==> config.mk <==
export PLATFORM = sky130hd
export DESIGN_NAME = fixed_partition_fit_allocator
export DESIGN_NICKNAME = d
export VERILOG_FILES = /design/src/sv/fpfa_pkg.sv /design/src/sv/fpfa_table.sv /design/src/sv/fpfa_cmp.sv /design/src/sv/fpfa_scan.sv /design/src/sv/fixed_partition_fit_allocator.sv
export VERILOG_INCLUDE_DIRS = /design/src /design/src/sv
export SDC_FILE = /design/constraint.sdc
export NUM_CORES = 1
export LEC_CHECK = 0
export ABC_AREA = 1
export ABC_CLOCK_PERIOD_IN_PS = 3640
export BUFFER_PORTS_ARGS = -buffer_cell sky130_fd_sc_hd__clkbuf_2
export CAP_MARGIN = 25
export CORE_UTILIZATION = 46
export CTS_CLUSTER_SIZE = 12
export DETAILED_ROUTE_END_ITERATION = 7
export SETUP_SLACK_MARGIN = 0.15
export SLEW_MARGIN = 5
export SYNTH_ARGS = -nofsm -noshare
export SYNTH_HDL_FRONTEND = slang
export SYNTH_HIERARCHICAL = 1
export SYNTH_SLANG_ARGS = --single-unit
==> constraint.sdc <==
create_clock -name clk -period 3.64 [get_ports clk]
set_input_delay 0.728 -clock clk [delete_from_list [all_inputs] [get_ports clk]]
set_output_delay 0.728 -clock clk [all_outputs]
set_load 0.01 [all_outputs]
==> src/sv/assert_macros.svh <==
// Assertion macros shared by the allocator RTL
`ifndef ASSERT_MACROS_SVH
`define ASSERT_MACROS_SVH

`ifndef SYNTH
// Property that must hold at every clock edge outside reset
`define FPFA_ASSERT(lbl, clk_i, rstn_i, prop) \
    lbl: assert property (@(posedge clk_i) disable iff (!rstn_i) (prop)) \
        else $error("fpfa assertion failed");
// Condition in one cycle implies a condition in the next
`define FPFA_ASSERT_NEXT(lbl, clk_i, rstn_i, cond, prop) \
    lbl: assert property (@(posedge clk_i) disable iff (!rstn_i) (cond) |=> (prop)) \
        else $error("fpfa assertion failed");
`else
`define FPFA_ASSERT(lbl, clk_i, rstn_i, prop)
`define FPFA_ASSERT_NEXT(lbl, clk_i, rstn_i, cond, prop)
`endif

`endif

==> src/sv/fpfa_pkg.sv <==
// Package: field widths, codes and control structs of the partition allocator
`timescale 1ns / 1ps

package fpfa_pkg;

    // Default table geometry
    localparam int ENTRIES_DEF   = 16;
    localparam int SIZE_BITS_DEF = 16;

    // Item field widths
    localparam int FUNC_W       = 1;
    localparam int IDX_FIELD_W  = 4;
    localparam int SIZE_FIELD_W = 16;

    // Operation codes
    localparam logic [FUNC_W-1:0] FUNC_LOAD  = 1'b0;
    localparam logic [FUNC_W-1:0] FUNC_ALLOC = 1'b1;

    // Placement policy codes
    localparam int POL_W = 2;
    localparam logic [POL_W-1:0] POL_FIRST = 2'd0;
    localparam logic [POL_W-1:0] POL_BEST  = 2'd1;
    localparam logic [POL_W-1:0] POL_WORST = 2'd2;

    // Configuration port
    localparam int CNT_FIELD_W = 5;
    localparam int CFG_IDX_W   = 1;
    localparam int CFG_DATA_W  = 5;
    localparam logic [CFG_IDX_W-1:0]   CFG_POLICY   = 1'b0;
    localparam logic [CFG_IDX_W-1:0]   CFG_ACTIVE   = 1'b1;
    localparam logic [CNT_FIELD_W-1:0] ACTIVE_RESET = 5'd16;

    // Table write controls
    typedef struct packed {
        logic we;       // write this entry
        logic size_we;  // also write the size
        logic free;     // new free mark
    } tbl_ctl_t;

    // Scan status back to the sequencer
    typedef struct packed {
        logic done;     // scan finished this cycle
        logic found;    // a qualifying entry was chosen
    } scan_stat_t;

endpackage

==> src/sv/fpfa_table.sv <==
// Partition table: size memory and free marks, one write and one registered read port
`timescale 1ns / 1ps

module fpfa_table #(
    parameter int ENTRIES   = fpfa_pkg::ENTRIES_DEF,
    parameter int SIZE_BITS = fpfa_pkg::SIZE_BITS_DEF
) (
    input  logic                        clk,
    input  logic                        rst_n,
    input  fpfa_pkg::tbl_ctl_t          wr,
    input  logic [$clog2(ENTRIES)-1:0]  wr_addr,
    input  logic [SIZE_BITS-1:0]        wr_size,
    input  logic                        rd_en,
    input  logic [$clog2(ENTRIES)-1:0]  rd_addr,
    output logic [SIZE_BITS-1:0]        rd_size,
    output logic                        rd_free
);
    import fpfa_pkg::*;

    logic [SIZE_BITS-1:0] size_mem_reg [ENTRIES];
    logic [SIZE_BITS-1:0] rd_size_reg;
    logic [ENTRIES-1:0]   free_reg;
    logic                 rd_free_reg;

    // Size memory, no reset: only loaded entries can be free
    always_ff @(posedge clk)
    begin
        if (wr.we && wr.size_we)
        begin
            size_mem_reg[wr_addr] <= wr_size;
        end
        if (rd_en)
        begin
            rd_size_reg <= size_mem_reg[rd_addr];
        end
    end

    // Free marks: all taken after reset
    always_ff @(posedge clk or negedge rst_n)
    begin
        if (!rst_n)
        begin
            free_reg    <= '0;
            rd_free_reg <= 1'b0;
        end
        else
        begin
            if (wr.we)
            begin
                free_reg[wr_addr] <= wr.free;
            end
            if (rd_en)
            begin
                rd_free_reg <= free_reg[rd_addr];
            end
        end
    end

    assign rd_size = rd_size_reg;
    assign rd_free = rd_free_reg;

endmodule

==> src/sv/fpfa_cmp.sv <==
// Shared compare unit: does the entry under test fit, and does it beat the current pick
`timescale 1ns / 1ps

module fpfa_cmp #(
    parameter int SIZE_BITS = fpfa_pkg::SIZE_BITS_DEF
) (
    input  logic [fpfa_pkg::POL_W-1:0]        policy,
    input  logic [fpfa_pkg::SIZE_FIELD_W-1:0] need,
    input  logic                              free,
    input  logic [SIZE_BITS-1:0]              size,
    input  logic                              have,
    input  logic [SIZE_BITS-1:0]              best_size,
    output logic                              take
);
    import fpfa_pkg::*;

    localparam int CMP_W = (SIZE_BITS > SIZE_FIELD_W) ? SIZE_BITS : SIZE_FIELD_W;

    logic fits;
    logic better;

    // Qualify: free and large enough
    assign fits = free && (CMP_W'(size) >= CMP_W'(need));

    // Replace the pick only under best or worst fit; ties keep the lower index
    always_comb
    begin
        case (policy)
            POL_BEST:  better = (size < best_size);
            POL_WORST: better = (size > best_size);
            default:   better = 1'b0;
        endcase
    end

    assign take = fits && (!have || better);

endmodule

==> src/sv/fpfa_scan.sv <==
// Scan sequencer: walks the active entries one per cycle through the compare unit
`timescale 1ns / 1ps
`include "assert_macros.svh"

module fpfa_scan #(
    parameter int ENTRIES   = fpfa_pkg::ENTRIES_DEF,
    parameter int SIZE_BITS = fpfa_pkg::SIZE_BITS_DEF
) (
    input  logic                              clk,
    input  logic                              rst_n,
    input  logic                              start,
    input  logic [$clog2(ENTRIES+1)-1:0]      limit,
    input  logic [fpfa_pkg::POL_W-1:0]        policy,
    input  logic [fpfa_pkg::SIZE_FIELD_W-1:0] need,
    output logic                              rd_en,
    output logic [$clog2(ENTRIES)-1:0]        rd_addr,
    input  logic [SIZE_BITS-1:0]              rd_size,
    input  logic                              rd_free,
    output fpfa_pkg::scan_stat_t              stat,
    output logic [$clog2(ENTRIES)-1:0]        best_idx,
    output logic [SIZE_BITS-1:0]              best_size
);
    import fpfa_pkg::*;

    localparam int IDX_W = $clog2(ENTRIES);
    localparam int CNT_W = $clog2(ENTRIES + 1);

    logic [CNT_W-1:0]     cnt_reg;
    logic                 run_reg;
    logic                 pend_reg;
    logic [IDX_W-1:0]     pend_idx_reg;
    logic                 have_reg;
    logic [IDX_W-1:0]     best_idx_reg;
    logic [SIZE_BITS-1:0] best_size_reg;
    logic                 issue;
    logic                 take;

    // Read issue and end of scan
    assign issue     = run_reg && (cnt_reg < limit);
    assign rd_en     = issue;
    assign rd_addr   = cnt_reg[IDX_W-1:0];
    assign stat.done = run_reg && !(cnt_reg < limit) && !pend_reg;
    assign stat.found = have_reg;
    assign best_idx  = best_idx_reg;
    assign best_size = best_size_reg;

    fpfa_cmp #(
        .SIZE_BITS (SIZE_BITS)
    ) u_cmp (
        .policy    (policy),
        .need      (need),
        .free      (rd_free),
        .size      (rd_size),
        .have      (have_reg),
        .best_size (best_size_reg),
        .take      (take)
    );

    // Control: counter, read pipeline flag, pick flag
    always_ff @(posedge clk or negedge rst_n)
    begin
        if (!rst_n)
        begin
            cnt_reg  <= '0;
            run_reg  <= 1'b0;
            pend_reg <= 1'b0;
            have_reg <= 1'b0;
        end
        else if (start)
        begin
            cnt_reg  <= '0;
            run_reg  <= 1'b1;
            pend_reg <= 1'b0;
            have_reg <= 1'b0;
        end
        else
        begin
            pend_reg <= issue;
            if (issue)
            begin
                cnt_reg <= cnt_reg + CNT_W'(1);
            end
            if (pend_reg && take)
            begin
                have_reg <= 1'b1;
            end
            if (stat.done)
            begin
                run_reg <= 1'b0;
            end
        end
    end

    // Payload: index in flight and the current pick
    always_ff @(posedge clk)
    begin
        if (issue)
        begin
            pend_idx_reg <= cnt_reg[IDX_W-1:0];
        end
        if (!start && pend_reg && take)
        begin
            best_idx_reg  <= pend_idx_reg;
            best_size_reg <= rd_size;
        end
    end

    // A scan never ends with a read still in flight
    `FPFA_ASSERT(a_done_drained, clk, rst_n, stat.done |-> !pend_reg)
    // A read in flight only belongs to a running scan
    `FPFA_ASSERT(a_pend_in_run, clk, rst_n, pend_reg |-> run_reg)
    // The pick always lies inside the searched range
    `FPFA_ASSERT(a_pick_in_range, clk, rst_n, (run_reg && have_reg) |-> (32'(best_idx_reg) < 32'(limit)))

endmodule

==> src/sv/fixed_partition_fit_allocator.sv <==
// Top level: fixed-partition fit allocator with sequencer, configuration and output register
//
//  channel  | handshake            | payload
//  ---------+----------------------+--------------------------------------------------
//  in       | in_valid / in_stall  | func, entry_index, entry_size, entry_free, req_size
//  out      | out_valid / out_stall| granted, part_index, part_size
//  cfg      | cfg_we               | cfg_index, cfg_data
//
// A load item passes through the write and finish states before its result enters the output register.
// An allocate item scans L = min(active_count, ENTRIES) entries, then commits and finishes;
// the scan reads one entry a cycle through the single read port and one compare unit.
// One item is in the block at a time; in_stall is low only while the sequencer is idle.
// While a result waits in the output register under out_stall, the next item is still
// accepted and processed, then holds in the finish state with in_stall high until it frees.
// After reset every partition is marked taken; no clearing pass is needed.
`timescale 1ns / 1ps
`include "assert_macros.svh"

module fixed_partition_fit_allocator #(
    parameter int ENTRIES   = fpfa_pkg::ENTRIES_DEF,
    parameter int SIZE_BITS = fpfa_pkg::SIZE_BITS_DEF
) (
    input  logic                                clk,
    input  logic                                rst_n,
    input  logic                                in_valid,
    output logic                                in_stall,
    input  logic [fpfa_pkg::FUNC_W-1:0]         func,
    input  logic [fpfa_pkg::IDX_FIELD_W-1:0]    entry_index,
    input  logic [fpfa_pkg::SIZE_FIELD_W-1:0]   entry_size,
    input  logic                                entry_free,
    input  logic [fpfa_pkg::SIZE_FIELD_W-1:0]   req_size,
    output logic                                out_valid,
    input  logic                                out_stall,
    output logic                                granted,
    output logic [fpfa_pkg::IDX_FIELD_W-1:0]    part_index,
    output logic [fpfa_pkg::SIZE_FIELD_W-1:0]   part_size,
    input  logic                                cfg_we,
    input  logic [fpfa_pkg::CFG_IDX_W-1:0]      cfg_index,
    input  logic [fpfa_pkg::CFG_DATA_W-1:0]     cfg_data
);
    import fpfa_pkg::*;

    localparam int IDX_W = $clog2(ENTRIES);
    localparam int CNT_W = $clog2(ENTRIES + 1);

    typedef enum logic [2:0] {
        ST_IDLE,
        ST_WRITE,
        ST_SCAN,
        ST_COMMIT,
        ST_FINISH
    } state_t;

    state_t                   state_reg;
    logic [POL_W-1:0]         policy_reg;
    logic [CNT_FIELD_W-1:0]   active_reg;
    logic [IDX_FIELD_W-1:0]   idx_reg;
    logic [SIZE_FIELD_W-1:0]  esize_reg;
    logic                     efree_reg;
    logic [SIZE_FIELD_W-1:0]  job_reg;
    logic                     res_granted_reg;
    logic [IDX_FIELD_W-1:0]   res_index_reg;
    logic [SIZE_FIELD_W-1:0]  res_size_reg;
    logic                     out_valid_reg;
    logic                     granted_reg;
    logic [IDX_FIELD_W-1:0]   part_index_reg;
    logic [SIZE_FIELD_W-1:0]  part_size_reg;

    logic                     accept;
    logic                     out_load;
    logic                     scan_start;
    logic [CNT_W-1:0]         limit;
    logic                     load_in_range;
    tbl_ctl_t                 tbl_ctl;
    logic [IDX_W-1:0]         tbl_wr_addr;
    logic [SIZE_BITS-1:0]     tbl_wr_size;
    logic                     scan_rd_en;
    logic [IDX_W-1:0]         scan_rd_addr;
    logic [SIZE_BITS-1:0]     tbl_rd_size;
    logic                     tbl_rd_free;
    scan_stat_t               stat;
    logic [IDX_W-1:0]         best_idx;
    logic [SIZE_BITS-1:0]     best_size;

    // Handshakes
    assign in_stall   = (state_reg != ST_IDLE);
    assign accept     = in_valid && (state_reg == ST_IDLE);
    assign out_load   = !out_valid_reg || !out_stall;
    assign scan_start = accept && (func == FUNC_ALLOC);
    assign out_valid  = out_valid_reg;
    assign granted    = granted_reg;
    assign part_index = part_index_reg;
    assign part_size  = part_size_reg;

    // Search limit, clipped to the table depth
    assign limit = (32'(active_reg) > ENTRIES) ? CNT_W'(ENTRIES) : CNT_W'(active_reg);
    assign load_in_range = (32'(idx_reg) < ENTRIES);

    // Table write: loads, and clearing the free mark of a granted entry
    always_comb
    begin
        tbl_ctl     = '0;
        tbl_wr_addr = IDX_W'(idx_reg);
        tbl_wr_size = SIZE_BITS'(esize_reg);
        case (state_reg)
            ST_WRITE:
            begin
                tbl_ctl.we      = load_in_range;
                tbl_ctl.size_we = 1'b1;
                tbl_ctl.free    = efree_reg;
            end
            ST_COMMIT:
            begin
                tbl_ctl.we  = stat.found;
                tbl_wr_addr = best_idx;
            end
            default:
            begin
                tbl_ctl = '0;
            end
        endcase
    end

    // Configuration registers
    always_ff @(posedge clk or negedge rst_n)
    begin
        if (!rst_n)
        begin
            policy_reg <= POL_FIRST;
            active_reg <= ACTIVE_RESET;
        end
        else if (cfg_we)
        begin
            case (cfg_index)
                CFG_POLICY: policy_reg <= cfg_data[POL_W-1:0];
                CFG_ACTIVE: active_reg <= cfg_data[CNT_FIELD_W-1:0];
                default:    ;
            endcase
        end
    end

    fpfa_table #(
        .ENTRIES   (ENTRIES),
        .SIZE_BITS (SIZE_BITS)
    ) u_table (
        .clk     (clk),
        .rst_n   (rst_n),
        .wr      (tbl_ctl),
        .wr_addr (tbl_wr_addr),
        .wr_size (tbl_wr_size),
        .rd_en   (scan_rd_en),
        .rd_addr (scan_rd_addr),
        .rd_size (tbl_rd_size),
        .rd_free (tbl_rd_free)
    );

    fpfa_scan #(
        .ENTRIES   (ENTRIES),
        .SIZE_BITS (SIZE_BITS)
    ) u_scan (
        .clk       (clk),
        .rst_n     (rst_n),
        .start     (scan_start),
        .limit     (limit),
        .policy    (policy_reg),
        .need      (job_reg),
        .rd_en     (scan_rd_en),
        .rd_addr   (scan_rd_addr),
        .rd_size   (tbl_rd_size),
        .rd_free   (tbl_rd_free),
        .stat      (stat),
        .best_idx  (best_idx),
        .best_size (best_size)
    );

    // Sequencer and output register
    always_ff @(posedge clk or negedge rst_n)
    begin
        if (!rst_n)
        begin
            state_reg       <= ST_IDLE;
            idx_reg         <= '0;
            esize_reg       <= '0;
            efree_reg       <= 1'b0;
            job_reg         <= '0;
            res_granted_reg <= 1'b0;
            res_index_reg   <= '0;
            res_size_reg    <= '0;
            out_valid_reg   <= 1'b0;
            granted_reg     <= 1'b0;
            part_index_reg  <= '0;
            part_size_reg   <= '0;
        end
        else
        begin
            // Output register empties when taken; a finishing item refills it below
            if (out_valid_reg && !out_stall && (state_reg != ST_FINISH))
            begin
                out_valid_reg <= 1'b0;
            end
            case (state_reg)
                ST_IDLE:
                begin
                    if (accept)
                    begin
                        idx_reg   <= entry_index;
                        esize_reg <= entry_size;
                        efree_reg <= entry_free;
                        job_reg   <= req_size;
                        state_reg <= (func == FUNC_ALLOC) ? ST_SCAN : ST_WRITE;
                    end
                end
                ST_WRITE:
                begin
                    // load acknowledge carries all zeros
                    res_granted_reg <= 1'b0;
                    res_index_reg   <= '0;
                    res_size_reg    <= '0;
                    state_reg       <= ST_FINISH;
                end
                ST_SCAN:
                begin
                    if (stat.done)
                    begin
                        state_reg <= ST_COMMIT;
                    end
                end
                ST_COMMIT:
                begin
                    res_granted_reg <= stat.found;
                    res_index_reg   <= stat.found ? IDX_FIELD_W'(best_idx) : '0;
                    res_size_reg    <= stat.found ? SIZE_FIELD_W'(best_size) : '0;
                    state_reg       <= ST_FINISH;
                end
                ST_FINISH:
                begin
                    if (out_load)
                    begin
                        out_valid_reg  <= 1'b1;
                        granted_reg    <= res_granted_reg;
                        part_index_reg <= res_index_reg;
                        part_size_reg  <= res_size_reg;
                        state_reg      <= ST_IDLE;
                    end
                end
                default:
                begin
                    state_reg <= ST_IDLE;
                end
            endcase
        end
    end

    // A result without a grant reports zero index and size
    `FPFA_ASSERT(a_nogrant_zero, clk, rst_n, (out_valid_reg && !granted_reg) |-> (part_index_reg == '0 && part_size_reg == '0))
    // A finished item reaches the output exactly when the register frees
    `FPFA_ASSERT_NEXT(a_finish_emits, clk, rst_n, (state_reg == ST_FINISH && out_load), (out_valid_reg && state_reg == ST_IDLE))
    // Table reads and writes never share a cycle
    `FPFA_ASSERT(a_no_rw_clash, clk, rst_n, !(scan_rd_en && tbl_ctl.we))

endmodule
# Word level (Yosys, flattened, before mapping)

Memory sizes are Yosys's and may differ from the RTL's. A register that Yosys moved wholly into a read port is not among the register bits.
Index checks and enable logic that the tools add are counted.

RAM bits: 256
Logic and storage cells: 110
Output and inout bits: 23
Bits of input ports: 49
Memories: 1
Bits in registers: 139

Bitwise operators: 1
Order comparisons: 8
Add/subtract/negate cells: 1
Multiplexer cells: 32
Equal/unequal tests: 10
Reduce and logical (&&, ||, !) cells: 34

Memory list:

| name                 | depth | width | rd ports | clocked after memory_dff | wr ports | RTL line         | source |
|---|---|---|---|---|---|---|---|
| u_table.size_mem_reg | 16    | 16    | 1        | 1                        | 1        | fpfa_table.sv:20 | `logic [SIZE_BITS-1:0] size_mem_reg [ENTRIES];` |

Operator list:

| kind                                                | count |
|---|---|
| case mux 16 bit (2 select lines)                    | 1 |
| bitwise mux 16 bit                                  | 1 |
| >= comparator 16 bit                                | 1 |
| > comparator 16 bit                                 | 1 |
| < comparator 16 bit                                 | 1 |
| two-way mux 16 bit                                  | 1 |
| two-way mux 5 bit                                   | 3 |
| logical AND 1 bit                                   | 14 |
| two-way mux 1 bit                                   | 12 |
| case mux 3 bit (4 select lines)                     | 1 |
| < comparator 4 x 5 -> 1 bit, second input constant  | 2 |
| two-way mux 3 bit                                   | 3 |
| two-way mux 4 bit                                   | 2 |
| case mux 4 bit (2 select lines)                     | 1 |
| AND reduction 2 bit                                 | 4 |
| nonzero test 2 bit                                  | 4 |
| equality test 3 x 2 -> 1 bit, second input constant | 2 |
| logical NOT 1 bit                                   | 6 |
| != test 2 bit, second input constant                | 3 |
| case mux 1 bit (2 select lines)                     | 3 |
| adder 5 x 1 -> 5 bit, second input constant         | 1 |
| > comparator 5 bit, second input constant           | 1 |
| < comparator 5 bit                                  | 1 |
| binary-select mux 1 bit (select 4 bit)              | 1 |
| other kinds (14)                                    | 16 |

# Logic depth before layout (Yosys ltp)

Gate-level depths: netlist (run 1).

Depth in word-level cells: 8
Depth in mapped cells: 16
Mapped depth without buffers: 16

# Modules after synthesis

Netlist (run 1), hierarchy kept.

Modules (own cells, without submodules):

| module                        | sequential area each (µm²) | cells each | times used | area each (µm²) |
|---|---|---|---|---|
| fpfa_table                    | 8593.2                     | 900        | 1          | 11524.8 |
| fixed_partition_fit_allocator | 2253.4                     | 413        | 1          | 3717.3 |
| fpfa_scan                     | 920.9                      | 100        | 1          | 1305.0 |
| fpfa_cmp                      | 0.0                        | 148        | 1          | 915.9 |

# Least setup slack after synthesis (run 1)

OpenSTA, ideal clock, no wires.

Path kind: reg-to-reg
Start: reg state_reg[2]
End: mem u_table/size_mem_reg[13][0] (netlist bit), enable pin
Data required time: 3.231 ns
Arrival: 2.506 ns
Clock period less this slack: 2.916 ns
Slack: 0.724 ns
Library setup time: 0.409 ns
Buffers on the path: 1
Cell stages (with the launch flop): 7
Cells stage by stage: dfrtp_1 > inv_2 > nand2_2 > clkbuf_1 > o21ai_0 > nand2_1 > nor3_1

RTL lines:

| what                   | RTL line                             | source |
|---|---|---|
| start, declared        | fixed_partition_fit_allocator.sv:54  | `state_t state_reg;` |
| start signal, assigned | fixed_partition_fit_allocator.sv:210 | `state_reg <= (func == FUNC_ALLOC) ? ST_SCAN : ST_WRITE;` |
| end, declared          | fpfa_table.sv:20                     |  |

# Final worst setup path (run 1)

Start: reg state_reg[2]
End: mem u_table/size_mem_reg[11][0] (netlist bit), enable pin

Elaborated cells on any way between the ends: 8
Those cells by class: eq/ne: 2; mux: 5; reduce/logical: 1

RTL lines:

| what                         | RTL line                             | source |
|---|---|---|
| equality test 3 x 2 -> 1 bit | fixed_partition_fit_allocator.sv:105 | `case (state_reg)` |
| two-way mux 4 bit            | fixed_partition_fit_allocator.sv:105 |  |
| via tbl_wr_addr[1]           | fixed_partition_fit_allocator.sv:75  | `logic [IDX_W-1:0] tbl_wr_addr;` |

The timed path passes the listed nets, and every way through them passes these cells.

==> flow_metrics.env, run 1 <==
export IMPL_outcome="finished clean"
export IMPL_grt_use_total_pct=21.9
export IMPL_diodes=0
export IMPL_grt_max_degree=118
export IMPL_drc=0
export IMPL_dieArea_um2=38700
export IMPL_worstPathRequired_ns=3.88
export IMPL_yosysWarnings=6
export IMPL_placed_area_um2=18200
export IMPL_cts_max_path_buffers=3
export IMPL_wl_per_cell_um=19.1
export IMPL_register_area_um2=11800
export IMPL_worstSetupEndpointType="flop"
export IMPL_critPathArrivalTime_ns=3.17
export IMPL_core_area_um2=37500
export IMPL_syn_area_per_cell_um2=11.2
export IMPL_drt_first_iter_violations=931
export IMPL_dr_pass1_iters=5
export IMPL_holdCritPathClass="primary input to asynchronous set/reset pin"
export IMPL_initial_utilization_pct=46.6
export IMPL_clk_pin_slew_ns=0.06
export IMPL_viasPerCell=5.25
export IMPL_fin_cells=2173
export IMPL_clockRootBuffer="clkbuf_16"
export IMPL_cp_start_kind="flop"
export IMPL_cts_sinks=411
export IMPL_rsz0062_at_grt="no"
export IMPL_area_growth_pct=12.2
export IMPL_post_route_util_pct=52.2
export IMPL_syn_inst=1561
export IMPL_cts_resized=0
export IMPL_clkLatencyLatePin_ns=0.55
export IMPL_synth_nets=1649
export IMPL_die_w_um=197
export IMPL_nets=1715
export IMPL_netlist_cell_type_count=42
export IMPL_drv_cap=0
export IMPL_largest_register_ffs=256
export IMPL_cts_buffers=44
export IMPL_multi_input_area_um2=4700
export IMPL_antenna_found_initial=0
export IMPL_setup_slack_ns=0.702
export IMPL_grt_pass1_vias=11000
export IMPL_hold_violations=0
export IMPL_pin_count=72
export IMPL_nFillCells=3352
export IMPL_grt_first_pass_wirelength_mm=64.2
export IMPL_dp_slack_ns=0.793
export IMPL_tritoncts="built"
export IMPL_postCtsHoldBufs=0
export IMPL_min_period_ns=2.94
export IMPL_slew_violations=0
export IMPL_leakagePower_nw=7.83
export IMPL_synth_seq_area_share_pct=67.4
export IMPL_hpwlAfterDp_mm=25.9
export IMPL_ant_nets=0
export IMPL_num_rows=71
export IMPL_routabilityCongestion=0.904
export IMPL_drive_gt1_share_pct=12.1
export IMPL_via_count=11400
export IMPL_ys_ff_latch=411
export IMPL_design_area_um2=19600
export IMPL_finalClockSkew_ns=0.0139
export IMPL_setup_tns_ns=0
export IMPL_ir_worst_vdd_mv=0.635
export IMPL_worst_path_max_fanout=24
export IMPL_relSlewSlack_pct=38.3
export IMPL_period_share_pct=80.7
export IMPL_syn_cell_area_um2=17500
export IMPL_worstSetupPathType="flop to flop"
export IMPL_setup_viol=0
export IMPL_dp_cells=2092
export IMPL_portBuffers=71
export IMPL_worstMarginPinSlew_ns=0.925
export IMPL_cts_htree_levels=2
export IMPL_max_clock_freq_ghz=0.340
export IMPL_fp_dieH_um=197
export IMPL_wl_mm=41.6
export IMPL_overflow=0
export IMPL_post_cts_setup_buffers=0
export IMPL_power_density_nw_per_um2=830
## worst max-delay path: stages, from the launching register on
cell	delay, ns
dfrtp_1	0.41
inv_2	0.09
nand2_2	0.25
nor2_4	0.17
buf_4	0.26
nand2_1	0.07
nand2_1	0.19
inv_1	0.09
nor3_1	0.49
nand2_1	0.18
nor2_1	0.13
buf_4	0.28
## cell type report
type	instances	area share [%]
Inverter	131	2.55
Clock inverter	11	0.485
Clock buffer	70	6.48
Tap cell	511	3.26
Sequential cell	411	60.1
Multi-Input combinational cell	936	24.0
Timing Repair Buffer	103	3.12
## cell families after synthesis
| kind of cell | after synthesis | synth area share [%] |
|---|---|---|
| adder cells (fa/ha/maj) | 39 | 2.79 |
| buffers and inverters | 214 | 5.92 |
| AO/OA/AOI/OAI | 300 | 9.72 |
| flip-flops | 411 | 67.4 |
| AND/OR/NAND/NOR | 594 | 14.0 |
| XOR/XNOR | 3 | 0.150 |
## synth_stat cells, drive strengths merged
cell / instances / share of area [%]
nand3: 99 / 2.9
o21bai: 1 / 0.043
inv: 128 / 2.8
o211ai: 64 / 2.8
dfrtp: 114 / 16
nand4: 3 / 0.19
nand2: 239 / 5.2
a21o: 1 / 0.043
nor3b: 1 / 0.043
clkinv: 3 / 0.064
clkbuf: 31 / 0.71
ha: 39 / 2.8
edfxtp: 296 / 51
or2: 1 / 0.036
nand3b: 1 / 0.043
nor2: 242 / 5.3
buf: 52 / 2.4
o21ai: 212 / 6.2
a31oi: 1 / 0.036
xnor2: 1 / 0.050
dfstp: 1 / 0.15
xor2: 2 / 0.10
nor3: 8 / 0.32
a21oi: 21 / 0.64
## placed cells by master, fill, tap and decap left out, types with 30 or more instances in the layout
cell type / n
buf_4: 32
clkbuf_16: 45
clkbuf_2: 70
dfrtp_1: 112
edfxtp_1: 296
ha_1: 39
inv_1: 123
nand2_1: 234
nand3_1: 97
nor2_1: 233
o211ai_1: 64
o21ai_0: 176
o21ai_1: 30
## per-layer routing
metal,part of all wire (%),track usage (%),up-vias
li1,-,-,5491
met1,44,29.9,5521
met2,47,35.3,316
met3,5.5,3.78,84
met4,3.4,8.15,0
met5,0,0,-
## worst paths after layout
| path | cells after the start | slack [ns] | endpoint | from |
|---|---|---|---|---|
| setup / recovery | 11 | 0.70 | u_table/size_mem_reg[11][0] | state_reg[2] |
| hold / removal | 1 | 0.25 | policy_reg[0] | rst_n |
| setup reg to reg | 11 | 0.70 | u_table/size_mem_reg[11][0] | state_reg[2] |
| hold reg to reg | 0 | 0.42 | u_scan/best_idx[0] | u_scan/pend_idx_reg[0] |
| max in group asynchronous | 2 | 2.58 | job_reg[12] | rst_n |
| min in group clk | 3 | 0.39 | esize_reg[0] | entry_size[0] |
## through the flow
stage | hold slack (ns) | power (mW)
floorplan | 0.400 | 10.4
finish | 0.249 | 16.2
CTS | 0.263 | 16.4
detailed placement | 0.408 | 12.1
global route | 0.297 | 17.3
global placement | 0.403 | 12.0
## where the power goes
group	leakage, nW	switching (mW)	internal (mW)	total [mW]
Sequential	4.20	1.05	6.26	7.31
Combinational	2.97	3.23	1.46	4.69
Clock	0.665	1.79	2.47	4.25
Total	7.83	6.06	10.2	16.2
Power figures use the tool's default switching activity.
==> run 2, diff against run 1 <==
--- a/config.mk
+++ b/config.mk
@@ -7,7 +7,7 @@
 export NUM_CORES = 1
 export LEC_CHECK = 0
 export ABC_AREA = 1
-export ABC_CLOCK_PERIOD_IN_PS = 3640
+export ABC_CLOCK_PERIOD_IN_PS = 2850
 export BUFFER_PORTS_ARGS = -buffer_cell sky130_fd_sc_hd__clkbuf_2
 export CAP_MARGIN = 25
 export CORE_UTILIZATION = 46
==> constraint.sdc (replaced) <==
create_clock -name clk -period 2.85 [get_ports clk]
set_input_delay 0.57 -clock clk [delete_from_list [all_inputs] [get_ports clk]]
set_output_delay 0.57 -clock clk [all_outputs]
set_load 0.01 [all_outputs]
==> run 2 against run 1 <==
  * Worst hold slack lost 0.17 ns
  * Clock-buffer cell count shrank 4
  * Via count shrank 0.67%
  * Total power grew 28%
  * Die area is the same
  * Critical endpoint is now u_scan/best_size[1]
  * Setup slack lost 0.32 ns
  * Maximum frequency grew 19%
  * First-iteration DRC count shrank 12%
  * Largest power group unchanged
==> flow_metrics.env, run 2 (synthesis gave the netlist of run 1 again) <==
export IMPL_dr_pass1_iters=5
export IMPL_min_period_ns=2.46
export IMPL_die_w_um=197
export IMPL_drv_cap=0
export IMPL_drc=0
export IMPL_cts_resized=0
export IMPL_cts_buffers=44
export IMPL_path_delay_family="simple AND/OR/NAND/NOR gates"
export IMPL_grt_pass1_vias=11000
export IMPL_crit_buf_inv=1
export IMPL_pin_count=72
export IMPL_grt_max_degree=93
export IMPL_setup_viol=0
export IMPL_tritoncts="built"
export IMPL_dp_slack_ns=0.323
export IMPL_clkLatencyLatePin_ns=0.55
export IMPL_drt_first_iter_violations=818
export IMPL_num_rows=71
export IMPL_antenna_found_initial=0
export IMPL_cp_slowest_stage_delay_ns=0.42
export IMPL_nets=1732
export IMPL_slew_violations=0
export IMPL_dieArea_um2=38700
export IMPL_via_count=11300
export IMPL_rsz0062_at_grt="no"
export IMPL_whs_ns=0.0774
export IMPL_ir_worst_vdd_mv=0.573
export IMPL_worstSetupPathType="flop to flop"
export IMPL_cts_htree_levels=2
export IMPL_core_area_um2=37500
export IMPL_wl_per_cell_um=17.7
export IMPL_worstPathRequired_ns=3.06
export IMPL_power_density_nw_per_um2=1050
export IMPL_wl_mm=38.8
export IMPL_grt_first_pass_wirelength_mm=60.9
export IMPL_clockRootBuffer="clkbuf_16"
export IMPL_fp_dieH_um=197
export IMPL_worstMarginPinSlew_ns=0.836
export IMPL_cpMostUsedCell="nand2_1"
export IMPL_cp_slowest_cell="edfxtp_1"
export IMPL_layout_commonest_cell="edfxtp_1"
export IMPL_portBuffers=71
export IMPL_critPathArrivalTime_ns=2.67
export IMPL_final_cell_mix="296 x edfxtp_1, 234 x nand2_1, 225 x nor2_1"
export IMPL_outcome="finished clean"
export IMPL_hpwlAfterDp_mm=25.0
export IMPL_setup_slack_ns=0.387
export IMPL_dp_cells=2109
export IMPL_cts_sinks=411
export IMPL_postCtsHoldBufs=0
export IMPL_routabilityCongestion=0.834
export IMPL_worstPathCellList="ha_1 > nand4_1 > nor3_1 > nand2_1 > nand3_1 > nand2_1 > a21oi_2 > nand2_1 > nor2_1 > buf_4"
export IMPL_largest_register_ffs=256
export IMPL_overflow=0
export IMPL_worst_path_max_fanout=20
export IMPL_diodes=0
export IMPL_worstSetupEndpointType="flop"
export IMPL_viasPerCell=5.17
export IMPL_holdCritPathClass="primary input to asynchronous set/reset pin"
export IMPL_post_cts_setup_buffers=0
export IMPL_finalClockSkew_ns=0.0180
export IMPL_area_growth_pct=13.4
export IMPL_max_clock_freq_ghz=0.406
export IMPL_cts_max_path_buffers=3
export IMPL_period_share_pct=86.4
export IMPL_leakagePower_nw=7.94
export IMPL_finalPower_mw=20.7
export IMPL_clk_pin_slew_ns=0.06
export IMPL_relSlewSlack_pct=44.2
export IMPL_cp_start_kind="flop"
export IMPL_ant_nets=0
export IMPL_fin_cells=2191
export IMPL_grt_use_total_pct=20.5
export IMPL_hold_violations=0
export IMPL_drive_gt1_share_pct=13.4
export IMPL_initial_utilization_pct=46.6
## run 2: power breakdown
group | leakage, nW | switching [mW] | internal [mW]
logic | 3.07 | 4.04 | 2.01
registers | 4.20 | 1.21 | 7.99
clock network | 0.678 | 2.23 | 3.26
## run 2: worst paths after layout
check,startpoint,depth (start not counted),to,slack (ns)
setup / recovery,u_table/rd_size[7],10,u_scan/best_size[1],0.39
setup reg to reg,u_table/rd_size[7],10,u_scan/best_size[1],0.39
min in group clk,entry_size[7],3,esize_reg[7],0.24
hold / removal,rst_n,1,active_reg[0],0.08
max in group asynchronous,rst_n,2,esize_reg[1],2.04
hold reg to reg,u_scan/pend_idx_reg[3],0,u_scan/best_idx[3],0.42
## run 2: layer usage
layer  global-route usage [%]  vias to the layer above  share of wire [%]
met5                        0                        -                  0
met4                     7.41                        0                3.2
met3                     3.39                       76                5.6
met2                     33.9                      303                 48
met1                     27.3                     5431                 43
li1                         -                     5525                  -
## run 2: worst register-to-register path, stage by stage (launching register included)
cell and delay [ns]:
edfxtp_1 0.42, ha_1 0.34, nand4_1 0.19, nor3_1 0.27, nand2_1 0.10, nand3_1 0.13, nand2_1 0.08, a21oi_2 0.10
nand2_1 0.08, nor2_1 0.11, buf_4 0.30
## run 2: stage by stage
stage / cell area [um^2] / TNS, ns / utilization (%)
after global placement: 18400 / 0 / 49.1
after detailed placement: 18400 / 0 / 49.1
final: 19800 / 0 / 52.8
after floorplan: 17500 / -2.10 / -
after CTS: 19800 / 0 / 52.8
after global routing: 19800 / 0 / 52.8
## run 2: final cells by class
cell class                      count  area [um^2]
Tap cell                          511          639
Clock buffer                       66         1230
Clock inverter                     16          155
Inverter                          131          499
Timing Repair Buffer              120          788
Sequential cell                   411        11800
Multi-Input combinational cell    936         4720
Fill cell                        3344        17700
